<file path="src/lsaa_div.sv">
// Restoring radix-2 divider, one quotient bit per cycle, variable step count.
// No dependencies.
`default_nettype none

module lsaa_div #(
  parameter int DW = 34,
  parameter int VW = 10,
  localparam int SCW = $clog2(DW + 1)
) (
  input  wire logic           clk_i,
  input  wire logic           rst_ni,
  input  wire logic           start_i,
  input  wire logic [DW-1:0]  dividend_i,
  input  wire logic [VW-1:0]  divisor_i,
  input  wire logic [SCW-1:0] steps_i,
  output logic                done_o,
  output logic      [DW-1:0]  quotient_o
);

  logic [DW-1:0]  quo_q, quo_d;
  logic [VW-1:0]  rem_q, rem_d;
  logic [VW-1:0]  dvs_q, dvs_d;
  logic [SCW-1:0] cnt_q, cnt_d;
  logic           busy_q, busy_d;
  logic           done_q, done_d;
  logic [VW:0]    shifted;
  logic [VW:0]    diff;
  logic           fits;

  always_comb begin
    shifted = {rem_q, quo_q[DW-1]};
    diff    = shifted - {1'b0, dvs_q};
    fits    = shifted >= {1'b0, dvs_q};
    quo_d   = quo_q;
    rem_d   = rem_q;
    dvs_d   = dvs_q;
    cnt_d   = cnt_q;
    busy_d  = busy_q;
    done_d  = 1'b0;
    if (start_i) begin
      quo_d  = dividend_i;
      rem_d  = '0;
      dvs_d  = divisor_i;
      cnt_d  = steps_i;
      busy_d = 1'b1;
    end else if (busy_q) begin
      quo_d = {quo_q[DW-2:0], fits};
      rem_d = fits ? diff[VW-1:0] : shifted[VW-1:0];
      cnt_d = cnt_q - 1'b1;
      if (cnt_q == SCW'(1)) begin
        busy_d = 1'b0;
        done_d = 1'b1;
      end
    end
  end

  always_ff @(posedge clk_i or negedge rst_ni) begin
    if (!rst_ni) begin
      quo_q  <= '0;
      rem_q  <= '0;
      dvs_q  <= '0;
      cnt_q  <= '0;
      busy_q <= 1'b0;
      done_q <= 1'b0;
    end else begin
      quo_q  <= quo_d;
      rem_q  <= rem_d;
      dvs_q  <= dvs_d;
      cnt_q  <= cnt_d;
      busy_q <= busy_d;
      done_q <= done_d;
    end
  end

  assign done_o     = done_q;
  assign quotient_o = quo_q;

endmodule

`default_nettype wire

</file>
<file path="config.mk">
export PLATFORM = sky130hd
export DESIGN_NAME = lsaa_div
export DESIGN_NICKNAME = d
export VERILOG_FILES = /design/src/lsaa_div.sv
export SDC_FILE = /design/constraint.sdc
export NUM_CORES = 1
export LEC_CHECK = 0
export BUFFER_PORTS_ARGS = -buffer_cell sky130_fd_sc_hd__buf_4
export CAP_MARGIN = 20
export CORE_MARGIN = 2
export CORE_UTILIZATION = 57
export CTS_CLUSTER_SIZE = 30
export DETAILED_ROUTE_END_ITERATION = 10
export PLACE_DENSITY_LB_ADDON = 0.12
export SKIP_CTS_REPAIR_TIMING = 1
export SYNTH_ARGS = -nofsm -noshare
export SYNTH_HDL_FRONTEND = slang
export SYNTH_SLANG_ARGS = --single-unit
</file>
<file path="constraint.sdc">
create_clock -name clk_i -period 6.6 [get_ports clk_i]
set_input_delay 1.32 -clock clk_i [delete_from_list [all_inputs] [get_ports clk_i]]
set_output_delay 1.32 -clock clk_i [all_outputs]
set_load 0.01 [all_outputs]
</file>
==> flow_metrics.py, run 1 <==
metrics = {
    "status": {
        "status": "complete, no violations",
    },
    "critical_path": {
        "required_ps": 6840,
        "crit_buf_inv": 0,
        "rrSetupSlack_ps": 3970,
        "cp_slowest_cell": "dfrtp_1",
        "max_stage_delay_ps": 430,
        "critical_path.max_fanout": 7,
        "cp-end-kind": "flip-flop",
        "rr_startpoint": "rem_q[0]",
        "cp_top_family": "compound AO/OA/AOI/OAI gates",
        "startpoint": "rem_q[0]",
        "critPathLaunchType": "flip-flop",
        "crit_type": "reg2reg",
        "path_cells": "ha_1, nor2b_1, o31a_1, o311a_4, o21ai_2, mux2_2, a211oi_1",
        "crit_arrival_ps": 2880,
    },
    "drt": {
        "dr_total_vias": 2762,
        "wirelength_um": 7400,
        "drtPass1Iterations": 5,
        "ant_nets": 0,
        "avgViaCountPerCell": 5.49,
        "initialDrtViolationCount": 183,
        "wl_per_cell_um": 14.7,
        "drcViolationCount": 0,
    },
    "global_routing": {
        "grt_usage_pct": 24.3,
        "grt_pass1_wl_um": 12000,
        "grt_pass1_vias": 2621,
        "grt_max_degree": 111,
        "overflow": 0,
        "antenna_found_initial": 0,
    },
    "synthesis": {
        "synth_area_leaders": "dfrtp_1, mux2i_1, o21ai_0, nand2_1, ha_1",
        "yosysWarnings": 0,
        "synth_nets": 413,
        "postSynth.asyncResetShare_pct": 100,
        "ys_types": 43,
        "synth_seq_cells": 62,
        "yosysTopAreaCell": "dfrtp_1",
        "synth.cell_area_um2": 3320,
        "yosysSeqAreaShare_pct": 46.8,
        "synth_common_cells": "dfrtp_1, o21ai_0, nand2_1, mux2i_1, inv_1",
        "synth_cells": 347,
        "synth.most_common_cell": "dfrtp_1",
        "synthFlopType": "dfrtp_1",
        "syn_area_per_cell_um2": 9.56,
        "synth_top_cell_area_share_pct": 46.8,
        "synth_enable_flop_cells": 0,
    },
    "worst_hold_path": {
        "hold_class": "reg2reg",
        "min_from": "dvs_q[0]",
    },
    "die": {
        "rows": 27,
        "die_h_um": 80.3,
        "dieWidth_um": 80.3,
        "coreArea_um2": 5570,
        "ios": 88,
        "die_area_um2": 6450,
        "start_util_pct": 59.5,
    },
    "timing": {
        "tightestPinTransition_ps": 894,
        "skew_ps": 6.93,
        "slew_viol_final": 0,
        "fin_crit_sh_pct": 39.9,
        "finalSetupViolCount": 0,
        "max_freq_mhz": 380,
        "finalCriticalPeriod_ps": 2630,
        "layout_setup_ws_ps": 3970,
        "rsz0062_at_grt": "no",
        "hold_viol_final": 0,
        "slew_headroom_pct": 40.4,
        "setup_tns_ps": 0,
    },
    "power": {
        "vdd_ir_drop_max_uv": 162,
        "leakage_uw": 0.00222,
        "power_density_nw_per_um2": 315,
    },
    "layout": {
        "area_growth_pct": 25.8,
        "layout.nets": 492,
        "layout-drive-gt1-share_pct": 25.3,
        "fillers": 408,
        "layout.cells.non_filler": 503,
        "final_util_pct": 74.9,
        "antenna_cells": 0,
    },
    "place": {
        "hpwl_um": 4980,
        "post-place-ws_ps": 3980,
        "port_buffers": 87,
        "gp_congestion": 0.937,
        "dp_cells": 487,
    },
    "job": {
        "max_cap_viol_count": 0,
    },
    "clock_network": {
        "cts_root_buf": "clkbuf_8",
        "clockBufferDepth": 2,
        "cts_tree": "yes",
        "path_clk_slew_ps": 70,
        "cts-buffers-inserted": 9,
        "clkLatencyLatePin_ps": 340,
        "htreeDepth": 3,
        "clkSinkCount": 62,
    },
}
[per-layer routing]
| metal | track usage (%) | wire [µm] |
|---|---|---|
| met5 | 0 | 0 |
| met4 | 9.32 | 105 |
| met3 | 7.42 | 468 |
| met2 | 40.1 | 3630 |
| met1 | 30.0 | 3190 |
[where the power goes]
group	internal, µW	switching [µW]
clock	185	143
combinational	227	266
sequential	440	53.1
[cell type report]
type	instances	area, µm²	share of cell area, %
Sequential cell	62	1550	37.2
Clock buffer	13	149	3.57
Timing Repair Buffer	88	661	15.8
Tap cell	72	90.1	2.16
Clock inverter	3	43.8	1.05
Inverter	18	67.6	1.62
Multi-Input combinational cell	247	1610	38.6
[final timing paths]
path	end	cells past startpoint
max reg2reg	rem_q[0]	7
min in group asynchronous	dvs_q[9]	1
max	rem_q[0]	7
min reg2reg	dvs_q[0]	1
min	dvs_q[0]	1
max in group asynchronous	busy_q	1
[sequential cells by signal, indices dropped and copies added (netlist names)]
register and cells:
quotient_o 34, dvs_q 10, done_o 1, busy_q 1, cnt_q 6, rem_q 10
[worst register-to-register path, cell delays in order (launching register included)]
cell,delay [ps]
dfrtp_1,430
ha_1,330
nor2b_1,150
o31a_1,290
o311a_4,360
o21ai_2,360
mux2_2,380
a211oi_1,230
[cell families after synthesis]
group | after synthesis | synth area share (%)
buffers and inverters | 38 | 4.68
muxes | 40 | 12.3
adders and majority gates | 13 | 5.13
and+or+nand+nor | 96 | 12.5
DFF | 62 | 46.8
AOI/OAI and AO/OA | 89 | 16.3
xor gates and xnor gates | 9 | 2.38
[layout by cell type, fill, tap and decap left out, types with 3 or more instances in the layout]
cell type | Yosys | final
nor2_1 | 12 | 12
clkbuf_8 | 0 | 10
nor2b_1 | 4 | 4
xor2_1 | 3 | 3
dfrtp_1 | 62 | 61
xnor2_1 | 6 | 6
o21a_1 | 3 | 3
o21ai_0 | 60 | 60
buf_4 | 0 | 88
inv_1 | 18 | 18
a21oi_1 | 3 | 3
clkbuf_1 | 9 | 3
mux2i_1 | 37 | 37
a31oi_1 | 4 | 4
nand3_1 | 7 | 7
ha_1 | 12 | 12
nand2_1 | 59 | 59
a211oi_1 | 4 | 4
nor3_1 | 4 | 4
[metrics by stage]
step	total power [µW]	hold slack [ps]	cell area, µm²
5_1_grt	1410	541	4180
2_1_floorplan	840	476	3320
4_1_cts	1310	525	4180
6_report	1310	518	4180
3_3_place_gp	963	503	3980
3_5_place_dp	982	509	3980
No activity file was read; power rests on OpenSTA's default activity.
==> inputs of run 2 (changes only) <==
--- a/config.mk
+++ b/config.mk
@@ -8,7 +8,7 @@
 export BUFFER_PORTS_ARGS = -buffer_cell sky130_fd_sc_hd__buf_4
 export CAP_MARGIN = 20
 export CORE_MARGIN = 2
-export CORE_UTILIZATION = 57
+export CORE_UTILIZATION = 48
 export CTS_CLUSTER_SIZE = 30
 export DETAILED_ROUTE_END_ITERATION = 10
 export PLACE_DENSITY_LB_ADDON = 0.12
==> constraint.sdc (replaced) <==
create_clock -name clk_i -period 2.2 [get_ports clk_i]
set_input_delay 0.44 -clock clk_i [delete_from_list [all_inputs] [get_ports clk_i]]
set_output_delay 0.44 -clock clk_i [all_outputs]
set_load 0.01 [all_outputs]
==> run 2 against run 1 <==
  * The run now ends with setup timing left
  * Clock power rose to 3.4 times the previous value
  * Critical path depth did not move
  * Combinational power rose to 3.9 times the previous value
  * First-iteration DRC count fell by 38%
  * Critical path type unchanged
  * Critical endpoint is now rem_q[2]
  * Largest cell class unchanged
  * Highest routed layer unchanged
==> flow_metrics.py, run 2 (same netlist as run 1, synthesis figures left out) <==
metrics = {
    "status": {
        "status": "finished, violations left",
        "violations": "setup timing",
    },
    "place": {
        "port_buffers": 87,
        "gp_congestion": 0.927,
        "hpwl_um": 5520,
        "place_area_um2": 4250,
    },
    "clock_network": {
        "cts_tree": "yes",
        "clockBufferDepth": 2,
        "cts_root_buf": "clkbuf_8",
        "cts-buffers-inserted": 9,
        "path_clk_slew_ps": 70,
        "clkSinkCount": 62,
        "clkLatencyLatePin_ps": 340,
        "htreeDepth": 3,
    },
    "die": {
        "dieWidth_um": 87.1,
        "start_util_pct": 49.1,
        "rows": 30,
        "coreArea_um2": 6760,
        "ios": 88,
        "die_h_um": 87.1,
        "die_area_um2": 7590,
    },
    "layout": {
        "final_common_cell": "buf_4",
        "largest_reg_flops": 34,
        "final_util_pct": 67.9,
        "fillers": 556,
        "stdcell_area_um2": 4590,
        "final_cell_mix": "buf_4, dfrtp_1, nand2_1",
        "antenna_cells": 0,
        "area_growth_pct": 38.3,
        "layout-drive-gt1-share_pct": 34.0,
        "layout.nets": 527,
    },
    "drt": {
        "initialDrtViolationCount": 113,
        "avgViaCountPerCell": 5.19,
        "ant_nets": 0,
        "wl_per_cell_um": 14.2,
        "drtPass1Iterations": 4,
        "drcViolationCount": 0,
        "dr_total_vias": 2829,
        "wirelength_um": 7760,
    },
    "critical_path": {
        "critical_path.max_fanout": 5,
        "cp-end-kind": "flip-flop",
        "critPathLaunchType": "flip-flop",
        "crit_arrival_ps": 2480,
        "worstRegToRegCells": 7,
        "crit_type": "reg2reg",
        "rrSetupSlack_ps": -50,
        "required_ps": 2430,
    },
    "global_routing": {
        "grt_pass1_vias": 2729,
        "overflow": 0,
        "grt_max_degree": 78,
        "antenna_found_initial": 0,
        "grt_usage_pct": 21.1,
        "grt_pass1_wl_um": 12400,
    },
    "job": {
        "max_cap_viol_count": 0,
    },
    "power": {
        "vdd_ir_drop_max_uv": 570,
        "leakage_uw": 0.00241,
        "power_density_nw_per_um2": 988,
    },
    "timing": {
        "max_freq_mhz": 445,
        "finalCriticalPeriod_ps": 2250,
        "layout_setup_ws_ps": -47.0,
        "tightestPinTransition_ps": 517,
        "slew_viol_final": 0,
        "slew_headroom_pct": 65.5,
        "finalSetupViolCount": 4,
        "rsz0062_at_grt": "yes",
        "fin_crit_sh_pct": 102,
        "hold_viol_final": 0,
        "skew_ps": 6.73,
    },
    "worst_hold_path": {
        "hold_class": "in2async",
    },
}
==> run 2: critical path: stages (launching register included) <==
cell,delay [ps]
dfrtp_1,410
ha_4,250
nor2b_4,120
o31a_1,280
o311a_4,350
o21a_4,250
mux2_4,290
a22o_1,180
==> run 2: metal layers <==
metal / up-vias / global-route usage [%] / wire [µm] / share of wire [%]
met5: - / 0 / 0 / 0
met4: 0 / 9.79 / 158 / 2.0
met3: 13 / 3.98 / 325 / 4.2
met2: 61 / 33.7 / 3740 / 48
met1: 1331 / 27.9 / 3540 / 46
li1: 1424 / - / - / -
==> run 2: final cells by class <==
class	instances	area, µm²	share of cell area (%)
Multi-Input combinational cell	247	1710	37.2
Inverter	18	67.6	1.47
Clock buffer	12	155	3.38
Tap cell	80	100	2.18
Sequential cell	62	1550	33.8
Timing Repair Buffer	123	940	20.5
Clock inverter	3	67.6	1.47
==> run 2: where the power goes <==
group	switching [µW]	total (µW)	leakage (µW)	internal, µW
logic	912	1930	0.00154	1020
clock network	437	1130	0.000109	694
registers	154	1470	0.000766	1320
==> run 2: stage by stage <==
step / TNS [ps] / hold WS [ps] / instances / setup WS [ps] / power, µW
final: -133 / 68.3 / 545 / -47.0 / 4530
after global routing: -510 / 102 / 545 / -108 / 4830
after CTS: -897 / 81.8 / 540 / -179 / 4370
after detailed placement: -681 / 449 / 525 / -164 / 3230
after global placement: -425 / 454 / 525 / -124 / 3180
after floorplan: -362 / 144 / 347 / -164 / 2560
==> run 2: worst paths after layout <==
kind / from / end
setup / recovery: rem_q[0] / rem_q[2]
hold / removal: rst_ni / cnt_q[2]
setup reg to reg: rem_q[0] / rem_q[2]
hold reg to reg: dvs_q[9] / dvs_q[9]
max in group asynchronous: rst_ni / dvs_q[6]
min in group clk_i: dividend_i[29] / quotient_o[29]
==> inputs of run 3 (changes only) <==
--- a/config.mk
+++ b/config.mk
@@ -7,6 +7,7 @@
 export LEC_CHECK = 0
 export BUFFER_PORTS_ARGS = -buffer_cell sky130_fd_sc_hd__buf_4
 export CAP_MARGIN = 20
+export CORE_ASPECT_RATIO = 1.75
 export CORE_MARGIN = 2
 export CORE_UTILIZATION = 48
 export CTS_CLUSTER_SIZE = 30
==> run 3 against run 2 <==
  * The run still ends with setup timing left
  * Power grew 14%
  * Sequential power about the same
  * First-iteration DRC count is 40% higher
  * Sequential cell count stayed put
  * Critical path type unchanged
  * Die area grew 0.34%
  * Non-clock buffer count rose by 1
  * Highest routed layer unchanged
==> flow_metrics.py, run 3 (same netlist as run 1, synthesis figures left out) <==
metrics = {
    "status": {
        "status": "finished, violations left",
        "violations": "setup timing",
    },
    "timing": {
        "layout_setup_ws_ps": -93.1,
        "finalCriticalPeriod_ps": 2290,
        "skew_ps": 6.21,
        "max_freq_mhz": 436,
        "finalSetupViolCount": 4,
        "fin_crit_sh_pct": 104,
        "slew_viol_final": 0,
        "hold_slack_ps": 45.6,
        "slew_headroom_pct": 64.9,
        "rsz0062_at_grt": "yes",
        "hold_viol_final": 0,
        "tightestPinTransition_ps": 526,
    },
    "drt": {
        "wl_met3_um": 324,
        "drcViolationCount": 0,
        "avgViaCountPerCell": 5.33,
        "highest_layer": "met4",
        "wl_met2_um": 4150,
        "dr_total_vias": 2936,
        "drtPass1Iterations": 4,
        "wl_per_cell_um": 14.3,
        "wirelength_um": 7900,
        "drt-met1-wl_um": 3180,
        "ant_nets": 0,
        "initialDrtViolationCount": 158,
    },
    "layout": {
        "fillers": 549,
        "layout.nets": 528,
        "largest_reg_flops": 34,
        "antenna_cells": 0,
        "final_cell_mix": "buf_4, dfrtp_1, nand2_1",
        "layout-drive-gt1-share_pct": 35.1,
        "final_common_cell": "buf_4",
        "area_growth_pct": 42.9,
    },
    "critical_path": {
        "cp-end-kind": "flip-flop",
        "required_ps": 2420,
        "critPathLaunchType": "flip-flop",
        "path_cells": "ha_1, nor2b_4, o31a_1, o311a_4, o21a_4, mux2_4, a22o_1",
        "max_stage_delay_ps": 380,
        "critical_path.max_fanout": 5,
        "crit_type": "reg2reg",
        "crit_arrival_ps": 2510,
        "cp_slowest_cell": "dfrtp_1",
    },
    "global_routing": {
        "overflow": 0,
        "grt_max_degree": 60,
        "grt_usage_pct": 22.7,
        "grt_pass1_vias": 2964,
        "antenna_found_initial": 0,
        "grt_pass1_wl_um": 13100,
    },
    "job": {
        "max_cap_viol_count": 0,
    },
    "clock_network": {
        "path_clk_slew_ps": 60,
        "clkLatencyLatePin_ps": 340,
        "cts_tree": "yes",
        "clockBufferDepth": 2,
        "cts_root_buf": "clkbuf_16",
        "htreeDepth": 3,
        "clkSinkCount": 62,
        "cts-buffers-inserted": 9,
    },
    "die": {
        "coreArea_um2": 6760,
        "start_util_pct": 49.1,
        "rows": 40,
        "dieWidth_um": 66.9,
        "die_area_um2": 7620,
        "ios": 88,
        "die_h_um": 114,
    },
    "power": {
        "power_density_nw_per_um2": 1090,
        "leakage_uw": 0.00249,
        "vdd_ir_drop_max_uv": 633,
    },
    "place": {
        "hpwl_um": 5640,
        "gp_congestion": 0.907,
        "post-place-ws_ps": -92.1,
        "port_buffers": 87,
    },
    "worst_hold_path": {
        "hold_class": "in2async",
    },
}
-- run 3: where the power goes --
part / switching, µW / internal [µW] / leakage [µW]
sequential: 155 / 1320 / 0.000766
combinational: 953 / 1050 / 0.00156
clock: 521 / 1170 / 0.000168
total: 1630 / 3530 / 0.00249
-- run 3: path summary, 6_finish.rpt --
| path | start | slack [ps] | end | depth (start not counted) |
|---|---|---|---|---|
| min in group clk_i | steps_i[3] | 300 | cnt_q[3] | 3 |
| max in group asynchronous | rst_ni | 1630 | rem_q[2] | 2 |
| min reg2reg | dvs_q[5] | 530 | dvs_q[5] | 2 |
| min | rst_ni | 50 | quotient_o[11] | 1 |
| max | rem_q[0] | -90 | rem_q[2] | 7 |
| max reg2reg | rem_q[0] | -90 | rem_q[2] | 7 |
-- run 3: per-layer routing --
metal  vias to the layer above  track usage [%]
met5                         -                0
met2                        64             38.3
met3                        21             6.51
met1                      1410             26.0
li1                       1441                -
met4                         0             10.5
-- run 3: layout make-up --
cell class	instances	area, µm²	share of cell area [%]
Inverter	18	67.6	1.42
Multi-Input combinational cell	247	1710	36.1
Clock inverter	5	105	2.22
Sequential cell	62	1550	32.7
Timing Repair Buffer	124	947	20.0
Clock buffer	11	253	5.33
Tap cell	84	105	2.22
-- run 3: per-stage QoR --
stage | cell area (µm²) | setup TNS [ps] | utilization [%] | total power (µW) | instances
final | 4740 | -208 | 70.2 | 5160 | 551
after global routing | 4740 | -553 | 70.2 | 5470 | 551
after CTS | 4630 | -451 | 68.5 | 5000 | 547
after detailed placement | 4270 | -324 | 63.2 | 3290 | 531
after global placement | 4270 | -103 | 63.2 | 3260 | 531
after floorplan | 3340 | -362 | - | 2560 | 347
-- run 3: worst max-delay path, delay by kind of cell (launching register included) --
kind,cells,cell delay [ps]
mux,1,290
fa+ha+maj,1,320
simple gates,1,140
compound gates,4,1060
flops,1,380
